===== src/rtl/kli_pkg.sv =====
// Package for the keyframe linear interpolator.
// Holds item and result types and the sequencer state codes; no dependencies.
package kli_pkg;

    localparam int unsigned DATA_W = 32;
    localparam int unsigned CNT_W  = 5;
    localparam int unsigned FRAC_W = 16;

    typedef logic signed [DATA_W-1:0] t_data;

    typedef struct packed {
        logic  is_eval;
        t_data time_key;
        t_data point_value;
    } t_item;

    typedef struct packed {
        t_data            curve_value;
        logic [CNT_W-1:0] point_count;
        t_data            first_key;
        t_data            last_key;
        logic             table_full;
    } t_result;

    localparam logic KIND_INSERT = 1'b0;
    localparam logic KIND_EVAL   = 1'b1;

    localparam logic [3:0] S_IDLE   = 4'd0;
    localparam logic [3:0] S_RD     = 4'd1;
    localparam logic [3:0] S_CMP    = 4'd2;
    localparam logic [3:0] S_SH_RD  = 4'd3;
    localparam logic [3:0] S_SH_WR  = 4'd4;
    localparam logic [3:0] S_WRITE  = 4'd5;
    localparam logic [3:0] S_OVR    = 4'd6;
    localparam logic [3:0] S_RD2    = 4'd7;
    localparam logic [3:0] S_CMP2   = 4'd8;
    localparam logic [3:0] S_DIV    = 4'd9;
    localparam logic [3:0] S_MUL    = 4'd10;
    localparam logic [3:0] S_ADD    = 4'd11;
    localparam logic [3:0] S_DONE   = 4'd12;

endpackage


===== src/rtl/kli_channels.sv =====
// Channel interfaces for the keyframe linear interpolator.
// Depends on kli_pkg for the data type.
interface kli_in_if import kli_pkg::*; ();
    logic  valid;
    logic  ready;
    logic  kind;
    t_data time_key;
    t_data point_value;
    modport source (output valid, kind, time_key, point_value, input ready);
    modport sink   (input valid, kind, time_key, point_value, output ready);
endinterface

interface kli_out_if import kli_pkg::*; ();
    logic             valid;
    logic             ready;
    t_data            curve_value;
    logic [CNT_W-1:0] point_count;
    t_data            first_key;
    t_data            last_key;
    logic             table_full;
    modport source (output valid, curve_value, point_count, first_key, last_key, table_full,
                    input ready);
    modport sink   (input valid, curve_value, point_count, first_key, last_key, table_full,
                    output ready);
endinterface


===== src/rtl/kli_front.sv =====
// Front end: accepts input beats, classifies them and holds them in a two-entry queue.
// Depends on kli_pkg.
module kli_front import kli_pkg::*; (
    input  logic  i_clk,
    input  logic  i_rst_n,
    input  logic  i_valid,
    output logic  o_ready,
    input  logic  i_kind,
    input  t_data i_time_key,
    input  t_data i_point_value,
    output t_item o_item,
    output logic  o_item_valid,
    input  logic  i_item_pop
);
    t_item      r_q [2];
    logic       r_wr;
    logic       r_rd;
    logic [1:0] r_cnt;
    logic       w_push;

    assign o_ready      = (r_cnt != 2'd2);
    assign w_push       = i_valid && o_ready;
    assign o_item_valid = (r_cnt != 2'd0);
    assign o_item       = r_q[r_rd];

    always_ff @(posedge i_clk) begin
        if (w_push) begin
            r_q[r_wr].is_eval     <= (i_kind == KIND_EVAL);
            r_q[r_wr].time_key    <= i_time_key;
            r_q[r_wr].point_value <= i_point_value;
        end
    end

    always_ff @(posedge i_clk) begin
        if (!i_rst_n) begin
            r_wr  <= 1'b0;
            r_rd  <= 1'b0;
            r_cnt <= 2'd0;
        end else begin
            if (w_push) r_wr <= ~r_wr;
            if (i_item_pop) r_rd <= ~r_rd;
            r_cnt <= r_cnt + {1'b0, w_push} - {1'b0, i_item_pop};
        end
    end
endmodule


===== src/rtl/kli_div.sv =====
// Restoring divider producing a 16-bit fraction num/den with num < den, one bit a cycle.
// Depends on kli_pkg.
module kli_div import kli_pkg::*; (
    input  logic              i_clk,
    input  logic              i_rst_n,
    input  logic              i_start,
    input  logic [DATA_W-1:0] i_num,
    input  logic [DATA_W-1:0] i_den,
    output logic              o_done,
    output logic [FRAC_W-1:0] o_quot
);
    logic [DATA_W:0]           r_rem;
    logic [DATA_W-1:0]         r_den;
    logic [FRAC_W-1:0]         r_q;
    logic [$clog2(FRAC_W):0]   r_cnt;
    logic                      r_busy;
    logic                      r_done;
    logic [DATA_W:0]           w_sh;
    logic                      w_ge;

    assign w_sh   = {r_rem[DATA_W-1:0], 1'b0};
    assign w_ge   = (w_sh >= {1'b0, r_den});
    assign o_done = r_done;
    assign o_quot = r_q;

    always_ff @(posedge i_clk) begin
        if (i_start) begin
            r_rem <= {1'b0, i_num};
            r_den <= i_den;
        end else if (r_busy) begin
            r_rem <= w_ge ? (w_sh - {1'b0, r_den}) : w_sh;
            r_q   <= {r_q[FRAC_W-2:0], w_ge};
        end
    end

    always_ff @(posedge i_clk) begin
        if (!i_rst_n) begin
            r_busy <= 1'b0;
            r_done <= 1'b0;
            r_cnt  <= '0;
        end else begin
            r_done <= 1'b0;
            if (i_start) begin
                r_busy <= 1'b1;
                r_cnt  <= '0;
            end else if (r_busy) begin
                r_cnt <= r_cnt + 1'b1;
                if (r_cnt == ($clog2(FRAC_W)+1)'(FRAC_W - 1)) begin
                    r_busy <= 1'b0;
                    r_done <= 1'b1;
                end
            end
        end
    end
endmodule


===== src/rtl/kli_back.sv =====
// Back end: point table memories, search and shift sequencer, blend arithmetic, result register.
// Depends on kli_pkg and kli_div.
module kli_back import kli_pkg::*; #(
    parameter int unsigned MAX_POINTS = 16
) (
    input  logic    i_clk,
    input  logic    i_rst_n,
    input  t_item   i_item,
    input  logic    i_item_valid,
    output logic    o_item_pop,
    output t_result o_res,
    output logic    o_res_valid,
    input  logic    i_res_ready
);
    localparam int unsigned CW = $clog2(MAX_POINTS + 1);
    localparam int unsigned IW = $clog2(MAX_POINTS);

    t_data r_key_mem [MAX_POINTS];
    t_data r_val_mem [MAX_POINTS];
    t_data r_rd_key;
    t_data r_rd_val;

    logic [3:0]    r_state;
    logic [CW-1:0] r_n, r_idx, r_pos;
    logic          r_eval;
    t_data         r_t, r_v, r_k1, r_b, r_a, r_cv;
    t_data         r_first, r_last;
    logic          r_drop;
    logic signed [49:0] r_prod;
    t_result       r_res;
    logic          r_res_valid;

    logic [IW-1:0] w_rd_addr, w_wr_addr;
    logic          w_we;
    t_data         w_wr_key, w_wr_val;
    logic          w_key_we;
    logic          w_div_start, w_div_done;
    logic [FRAC_W-1:0] w_quot;
    logic [DATA_W-1:0] w_num, w_den;
    logic signed [DATA_W:0] w_diff;
    logic [CW-1:0] w_idx_nx;
    logic          w_full;

    assign w_full   = (r_n == CW'(MAX_POINTS));
    assign w_idx_nx = r_idx + 1'b1;
    // The divider starts while the lower key is still on the read port.
    assign w_num    = r_t - r_rd_key;
    assign w_den    = r_k1 - r_rd_key;
    assign w_diff   = $signed({r_b[DATA_W-1], r_b}) - $signed({r_a[DATA_W-1], r_a});
    assign w_div_start = (r_state == S_CMP2);

    kli_div u_div (
        .i_clk   (i_clk),
        .i_rst_n (i_rst_n),
        .i_start (w_div_start),
        .i_num   (w_num),
        .i_den   (w_den),
        .o_done  (w_div_done),
        .o_quot  (w_quot)
    );

    // Memory port control.
    always_comb begin
        w_rd_addr = r_idx[IW-1:0];
        w_wr_addr = r_pos[IW-1:0];
        w_we      = 1'b0;
        w_key_we  = 1'b0;
        w_wr_key  = r_t;
        w_wr_val  = r_v;
        case (r_state)
            S_SH_RD: w_rd_addr = r_idx[IW-1:0] - 1'b1;
            S_SH_WR: begin
                w_wr_addr = r_idx[IW-1:0];
                w_we      = 1'b1;
                w_key_we  = 1'b1;
                w_wr_key  = r_rd_key;
                w_wr_val  = r_rd_val;
            end
            S_WRITE: begin
                w_we     = 1'b1;
                w_key_we = 1'b1;
            end
            S_OVR:   w_we = 1'b1;
            default: ;
        endcase
    end

    always_ff @(posedge i_clk) begin
        if (w_key_we) r_key_mem[w_wr_addr] <= w_wr_key;
        if (w_we)     r_val_mem[w_wr_addr] <= w_wr_val;
        r_rd_key <= r_key_mem[w_rd_addr];
        r_rd_val <= r_val_mem[w_rd_addr];
    end

    assign o_item_pop  = (r_state == S_IDLE) && i_item_valid;
    assign o_res       = r_res;
    assign o_res_valid = r_res_valid;

    always_ff @(posedge i_clk) begin
        if (!i_rst_n) begin
            r_state     <= S_IDLE;
            r_n         <= '0;
            r_first     <= '0;
            r_last      <= '0;
            r_res_valid <= 1'b0;
        end else begin
            if ((r_state == S_DONE) && (!r_res_valid || i_res_ready)) begin
                r_res_valid <= 1'b1;
            end else if (r_res_valid && i_res_ready) begin
                r_res_valid <= 1'b0;
            end
            case (r_state)
                S_IDLE: if (i_item_valid) begin
                    r_eval <= i_item.is_eval;
                    r_t    <= i_item.time_key;
                    r_v    <= i_item.point_value;
                    r_idx  <= '0;
                    r_pos  <= '0;
                    r_cv   <= '0;
                    r_drop <= 1'b0;
                    if (r_n == '0) r_state <= i_item.is_eval ? S_DONE : S_WRITE;
                    else           r_state <= S_RD;
                end
                S_RD: r_state <= S_CMP;
                S_CMP: begin
                    if (r_rd_key >= r_t) begin
                        r_pos <= r_idx;
                        r_k1  <= r_rd_key;
                        r_b   <= r_rd_val;
                        if (r_eval) begin
                            if (r_rd_key == r_t || r_idx == '0) begin
                                r_cv    <= r_rd_val;
                                r_state <= S_DONE;
                            end else begin
                                r_idx   <= r_idx - 1'b1;
                                r_state <= S_RD2;
                            end
                        end else if (r_rd_key == r_t) begin
                            r_state <= S_OVR;
                        end else if (w_full) begin
                            r_drop  <= 1'b1;
                            r_state <= S_DONE;
                        end else begin
                            r_idx   <= r_n;
                            r_state <= S_SH_RD;
                        end
                    end else if (w_idx_nx == r_n) begin
                        r_pos <= r_n;
                        if (r_eval) begin
                            r_cv    <= r_rd_val;
                            r_state <= S_DONE;
                        end else if (w_full) begin
                            r_drop  <= 1'b1;
                            r_state <= S_DONE;
                        end else begin
                            r_state <= S_WRITE;
                        end
                    end else begin
                        r_idx   <= w_idx_nx;
                        r_state <= S_RD;
                    end
                end
                S_SH_RD: r_state <= S_SH_WR;
                S_SH_WR: begin
                    r_idx   <= r_idx - 1'b1;
                    r_state <= (r_idx == r_pos + 1'b1) ? S_WRITE : S_SH_RD;
                end
                S_WRITE: begin
                    r_n <= r_n + 1'b1;
                    if (r_pos == '0)  r_first <= r_t;
                    if (r_pos == r_n) r_last  <= r_t;
                    r_state <= S_DONE;
                end
                S_OVR: r_state <= S_DONE;
                S_RD2: r_state <= S_CMP2;
                S_CMP2: begin
                    r_a     <= r_rd_val;
                    r_state <= S_DIV;
                end
                S_DIV: if (w_div_done) r_state <= S_MUL;
                S_MUL: begin
                    r_prod  <= $signed({1'b0, w_quot}) * w_diff;
                    r_state <= S_ADD;
                end
                S_ADD: begin
                    r_cv    <= r_a + DATA_W'(r_prod >>> FRAC_W);
                    r_state <= S_DONE;
                end
                S_DONE: if (!r_res_valid || i_res_ready) begin
                    r_res.curve_value <= r_cv;
                    r_res.point_count <= CNT_W'(r_n);
                    r_res.first_key   <= r_first;
                    r_res.last_key    <= r_last;
                    r_res.table_full  <= r_drop;
                    r_state           <= S_IDLE;
                end
                default: r_state <= S_IDLE;
            endcase
        end
    end
endmodule


===== src/rtl/keyframe_linear_interpolator.sv =====
// Top level of the keyframe linear interpolator.
// Depends on kli_pkg, kli_channels, kli_front, kli_back and kli_div.
//
//   Channel    Dir  Beat contents
//   i_item     in   kind, time_key, point_value (signed Q16.16)
//   o_result   out  curve_value, point_count, first_key, last_key, table_full
//
// An item searches the stored keys in order, reading and comparing each stored key it passes.
// An insert of a new key also shifts the keys above it, with a read and a write per moved entry.
// An evaluate between two keys also fetches the lower key, runs the bit-serial divider
// and then the blend, a multiply followed by an add.
// Reset is synchronous and active low; it empties the table, while the key and value
// memories keep whatever they held, since only entries below the count are ever read.
// A two-entry input queue keeps taking beats while a result waits in the output register.
module keyframe_linear_interpolator import kli_pkg::*; #(
    parameter int unsigned MAX_POINTS = 16
) (
    input  logic i_clk,
    input  logic i_rst_n,
    kli_in_if.sink    i_item,
    kli_out_if.source o_result
);
    t_item   w_item;
    logic    w_item_valid;
    logic    w_item_pop;
    t_result w_res;

    // Front end accepts and queues beats.
    kli_front u_front (
        .i_clk         (i_clk),
        .i_rst_n       (i_rst_n),
        .i_valid       (i_item.valid),
        .o_ready       (i_item.ready),
        .i_kind        (i_item.kind),
        .i_time_key    (i_item.time_key),
        .i_point_value (i_item.point_value),
        .o_item        (w_item),
        .o_item_valid  (w_item_valid),
        .i_item_pop    (w_item_pop)
    );

    // Back end runs the table search, update and interpolation.
    kli_back #(.MAX_POINTS(MAX_POINTS)) u_back (
        .i_clk        (i_clk),
        .i_rst_n      (i_rst_n),
        .i_item       (w_item),
        .i_item_valid (w_item_valid),
        .o_item_pop   (w_item_pop),
        .o_res        (w_res),
        .o_res_valid  (o_result.valid),
        .i_res_ready  (o_result.ready)
    );

    assign o_result.curve_value = w_res.curve_value;
    assign o_result.point_count = w_res.point_count;
    assign o_result.first_key   = w_res.first_key;
    assign o_result.last_key    = w_res.last_key;
    assign o_result.table_full  = w_res.table_full;

    // A dropped insert never carries a curve value.
    a_drop_zero: assert property (@(posedge i_clk) disable iff (!i_rst_n)
        (o_result.valid && o_result.table_full) |-> (o_result.curve_value == '0))
        else $error("dropped insert reports a nonzero curve value");

    // A point is only dropped when the table holds its maximum count.
    a_drop_full: assert property (@(posedge i_clk) disable iff (!i_rst_n)
        (o_result.valid && o_result.table_full) |-> (o_result.point_count == CNT_W'(MAX_POINTS)))
        else $error("insert dropped while the table had room");

    // An empty table reports zero keys.
    a_empty_keys: assert property (@(posedge i_clk) disable iff (!i_rst_n)
        (o_result.valid && o_result.point_count == '0) |->
            (o_result.first_key == '0 && o_result.last_key == '0))
        else $error("empty table reports nonzero keys");

    // The first key never lies above the last key.
    a_key_order: assert property (@(posedge i_clk) disable iff (!i_rst_n)
        o_result.valid |-> (o_result.first_key <= o_result.last_key))
        else $error("first key above last key");
endmodule


===== src/flat_wrapper.sv =====
// flat-port wrapper written by rule: the top's interface ports become plain ports
module keyframe_linear_interpolator_flat import kli_pkg::*;
#(
    parameter int unsigned MAX_POINTS = 16
)
  (i_clk, i_rst_n, i_item_valid, i_item_kind, i_item_time_key, i_item_point_value, i_item_ready, o_result_valid, o_result_curve_value, o_result_point_count, o_result_first_key, o_result_last_key, o_result_table_full, o_result_ready);
  kli_in_if i_item_i ();
  kli_out_if o_result_i ();
  input  logic i_clk;
  input  logic i_rst_n;
  input wire logic [$bits(i_item_i.valid)-1:0] i_item_valid;
  input wire logic [$bits(i_item_i.kind)-1:0] i_item_kind;
  input wire logic [$bits(i_item_i.time_key)-1:0] i_item_time_key;
  input wire logic [$bits(i_item_i.point_value)-1:0] i_item_point_value;
  output wire logic [$bits(i_item_i.ready)-1:0] i_item_ready;
  output wire logic [$bits(o_result_i.valid)-1:0] o_result_valid;
  output wire logic [$bits(o_result_i.curve_value)-1:0] o_result_curve_value;
  output wire logic [$bits(o_result_i.point_count)-1:0] o_result_point_count;
  output wire logic [$bits(o_result_i.first_key)-1:0] o_result_first_key;
  output wire logic [$bits(o_result_i.last_key)-1:0] o_result_last_key;
  output wire logic [$bits(o_result_i.table_full)-1:0] o_result_table_full;
  input wire logic [$bits(o_result_i.ready)-1:0] o_result_ready;
  assign i_item_i.valid = i_item_valid;
  assign i_item_i.kind = i_item_kind;
  assign i_item_i.time_key = i_item_time_key;
  assign i_item_i.point_value = i_item_point_value;
  assign i_item_ready = i_item_i.ready;
  assign o_result_valid = o_result_i.valid;
  assign o_result_curve_value = o_result_i.curve_value;
  assign o_result_point_count = o_result_i.point_count;
  assign o_result_first_key = o_result_i.first_key;
  assign o_result_last_key = o_result_i.last_key;
  assign o_result_table_full = o_result_i.table_full;
  assign o_result_i.ready = o_result_ready;
  keyframe_linear_interpolator #(.MAX_POINTS(MAX_POINTS)) u_core (.i_clk(i_clk), .i_rst_n(i_rst_n), .i_item(i_item_i), .o_result(o_result_i));
endmodule

===== config.mk =====
export PLATFORM = sky130hd
export DESIGN_NAME = keyframe_linear_interpolator_flat
export DESIGN_NICKNAME = d
export VERILOG_FILES = /design/src/rtl/kli_pkg.sv /design/src/rtl/kli_channels.sv /design/src/rtl/kli_front.sv /design/src/rtl/kli_div.sv /design/src/rtl/kli_back.sv /design/src/rtl/keyframe_linear_interpolator.sv /design/src/flat_wrapper.sv
export SDC_FILE = /design/constraint.sdc
export NUM_CORES = 2
export LEC_CHECK = 0
export ABC_CLOCK_PERIOD_IN_PS = 12000
export BUFFER_PORTS_ARGS = -buffer_cell sky130_fd_sc_hd__buf_2
export CAP_MARGIN = 20
export CELL_PAD_IN_SITES_DETAIL_PLACEMENT = 0
export CELL_PAD_IN_SITES_GLOBAL_PLACEMENT = 1
export CORE_UTILIZATION = 54
export DETAILED_ROUTE_END_ITERATION = 8
export HOLD_SLACK_MARGIN = 0.1
export PLACE_DENSITY_LB_ADDON = 0.25
export SYNTH_ARGS = -nofsm -noshare
export SYNTH_HDL_FRONTEND = slang
export SYNTH_SLANG_ARGS = --single-unit
export TNS_END_PERCENT = 1

===== constraint.sdc =====
create_clock -name i_clk -period 12 [get_ports i_clk]
set_clock_uncertainty 0.15 [all_clocks]
set_input_delay 0.6 -clock i_clk [delete_from_list [all_inputs] [get_ports i_clk]]
set_output_delay 0.6 -clock i_clk [all_outputs]
set_load 0.02 [all_outputs]

==> key figures <==
Floorplanning
  – Area of the die: about 0.17 mm^2
  – DIE HEIGHT: a little over 400 um
  – Row count: 150
  – Starting Density: between 50% and 60%
  – Die X: a little over 400 um
  – Total I/O pin count: between 150 and 200
  – Core area: around 0.17 mm^2

Route
  – Initial DRC Count: ~5700
  – Via Count: 54620
  – Remaining DRCs: 0
  – Wire per inst: approximately 25 um
  – Total Routed Length: ~230000 um
  – Via/cell ratio: approximately 6
  – Detail Route Antenna Nets: 0
  – DRT Pass-1 Iters: 6

Job
  – Max_cap viols: 0

Critical path
  – Largest stage delay on the critical path: about 0.70 ns
  – CP bufs+invs: 3
  – CP max-delay cell: or3_1
  – WP data required: between 10 and 15 ns
  – Critical Path AT: 10.03 ns
  – CP delay by family, top: adder cells
  – Most used cell, CP: fa_1
  – WS Path Type: flip-flop to flip-flop
  – Kind of end point of the critical path: flip-flop
  – Worst setup SP type: flip-flop
  – CP max FO: 16

Hold path
  – Path type of the worst min-delay path: input port to flip-flop

Timing
  – Final Hold Slack: 0.1285 ns
  – Achievable Freq: just over 0.1 GHz
  – Worst Max-Slew Pin Slew: 1.162 ns
  – Slew Limit Fails: 0
  – Final hold violations: 0
  – RSZ-0062 raised after global routing: false
  – Setup violations, final: 0
  – Period utilization: between 80% and 90%
  – Fin crit period: 9.628 ns
  – Slew headroom: 22.45%
  – Final TNS setup: 0 ns

CTS
  – CTS Buf Count: 171
  – CTS Buffer Depth: 3
  – Root buffer cell: clkbuf_16
  – H-tree depth: 4
  – Clk slew on worst S/H paths: 0.07 ns
  – TritonCTS sink count: about 1700
  – Clk_lat worst skew: roughly 0.83 ns
  – TritonCTS clock tree: built
  – Post-CTS Setup Inserts: 0
  – CTS-repair resized insts: 0

Outcome
  – Outcome: finished, final reports clean

Global routing
  – Antenna violations before repair: 10
  – Vias in the first global route: between 50000 and 60000
  – Congestion Overflow GR: 0
  – Maximum number of pins on one net before global-route repair: 92
  – Total GRT Usage: 27.81%
  – First-pass GRT wire length: between 300000 and 400000 um

Final layout
  – Most frequent cells in the layout: 1572 x edfxtp_1, 740 x inv_1, 630 x nand2_1, 488 x fa_1, 320 x mux4_2
  – Final #Nets: between 7000 and 8000
  – Fillers: 12750
  – Layout cells sized above 1: between 10% and 20%
  – Commonest non-fill, non-tap cell in the layout: edfxtp_1
  – P&R area growth vs syn: 11.59%
  – Finished Cell Area: a little over 0.1 mm^2

Logic synthesis
  – Most used flip-flop cell after synthesis: edfxtp_1
  – Synth Net Count: between 7000 and 8000
  – Register bit total from synthesis: about 1700
  – Netlist Area Pre-Place: around 0.09 mm^2
  – Synthesized instance count: about 6600
  – Asr flop ratio synth: 0%
  – Post-synth EDFFs: 1572
  – Syn_area_per_cell: approximately 14 um^2
  – Register area share after synthesis: 55.11%
  – Cell variety after synth: 92
  – Synthesis Warnings: 0

Placement
  – HPWL after detailed placement: 148000 um
  – Count of input and output buffers: ~170
  – Placed Area: between 0.09 and 0.1 mm^2
  – GP Congestion: 0.8604
==> worst paths after layout <==
kind / end / start / cells after the start / slack, ns
worst max-delay path: u_core.u_back.r_prod[38] / u_core.u_back.r_a[0] / 31 / 2.37
worst min-delay path: u_core.u_back.r_state[2] / o_result_ready / 5 / 0.13
worst min register to register: u_core.u_back.o_res[13] / u_core.u_back.r_last[12] / 0 / 0.27
worst max register to register: u_core.u_back.r_prod[38] / u_core.u_back.r_a[0] / 31 / 2.37
==> cells by family after synthesis <==
family	Yosys count	share of synthesized area, %
mux	512	10.15
buf+inv	1054	4.447
flops	1722	55.11
compound gates	778	5.551
fa+ha+maj	773	14.63
simple gates	1554	8.228
xor+xnor	196	1.884
==> stage by stage <==
stage | util [%] | setup slack [ns] | instances
final | 60.73 | 2.372 | 9197
after detailed placement | 56.77 | 2.496 | 8802
after global placement | 56.75 | 2.581 | 8801
after global routing | 60.72 | 1.938 | 9195
after floorplan | - | 3.559 | 6589
after CTS | 60.71 | 2.458 | 9191
==> flip-flops by register name, indices dropped and copies added, names as in the netlist, 16 cells and up, named ones only <==
| register | flops |
|---|---|
| u_core.u_back.r_prod | 32 |
| u_core.u_back.r_v | 32 |
| u_core.u_back.r_rd_key | 32 |
| u_core.u_back.r_first | 32 |
| u_core.u_back.u_div.r_rem | 32 |
| u_core.u_back.o_res | 102 |
| u_core.u_back.r_rd_val | 32 |
| u_core.u_front.r_q | 130 |
| u_core.u_back.r_t | 32 |
| u_core.u_back.r_k1 | 32 |
| u_core.u_back.r_cv | 32 |
| u_core.u_back.r_a | 32 |
| u_core.u_back.r_b | 32 |
| u_core.u_back.u_div.o_quot | 16 |
| u_core.u_back.r_last | 32 |
| u_core.u_back.r_key_mem | 512 |
| u_core.u_back.r_val_mem | 512 |
| u_core.u_back.u_div.r_den | 32 |
==> repair_timing <==
action,4_1_cts,5_1_grt
hold buffers,65,0
setup endpoints to repair,0,0
hold endpoints to repair,130,0
==> layout make-up <==
type / count / area [um^2] / area share, %
Sequential cell: 1722 / 50210 / 49.39
Timing Repair Buffer: 387 / 2666 / 2.623
Clock inverter: 107 / 1227 / 1.207
Tap cell: 2204 / 2758 / 2.713
Antenna cell: 3 / 7.507 / 0.007384
Clock buffer: 217 / 4718 / 4.641
Multi-Input combinational cell: 3813 / 37280 / 36.67
Inverter: 744 / 2793 / 2.747
==> metal layers <==
metal,global-route usage [%],part of all wire (%),up-vias
li1,-,-,24020
met1,41.77,44,28110
met2,42.14,45,2193
met3,5.016,8.4,303
met4,6.980,2.2,0
met5,0,0,-
==> cells in the mapped netlist (34+ instances only) <==
cell      instances  area [um^2]
inv_1           740         2778
ha_1            281         3516
nor3_1           50        250.2
nand4_1          35        219.0
edfxtp_1       1572        47210
nor2b_1          98        613.1
and3_1           48        300.3
xnor2_1         133         1165
nand2_1         631         2369
clkbuf_1        256        960.9
o21ai_1          34        170.2
mux2_2           80        900.9
nor2_1          204        765.7
a21boi_0         38        285.3
a21o_1           79        593.1
mux2i_1          95        950.9
nand2b_1         71        444.2
o21a_1           44        330.3
xor2_1           63        551.8
a31oi_1          35        219.0
o21ai_0         169        845.8
nand3_1         123        615.6
mux4_2          320         7207
fa_1            488         9769
and2_1          201         1257
a21oi_1         177        885.9
dfxtp_1         150         3003
==> worst min-delay path, stage by stage <==
cell and delay (ns):
buf_2 0.08, nor2b_1 0.04, buf_6 0.15, nand4_1 0.10, o21ai_1 0.06
Power is not shown: default switching activity piles up to over one toggle a cycle in this logic, so the estimate is an artifact.
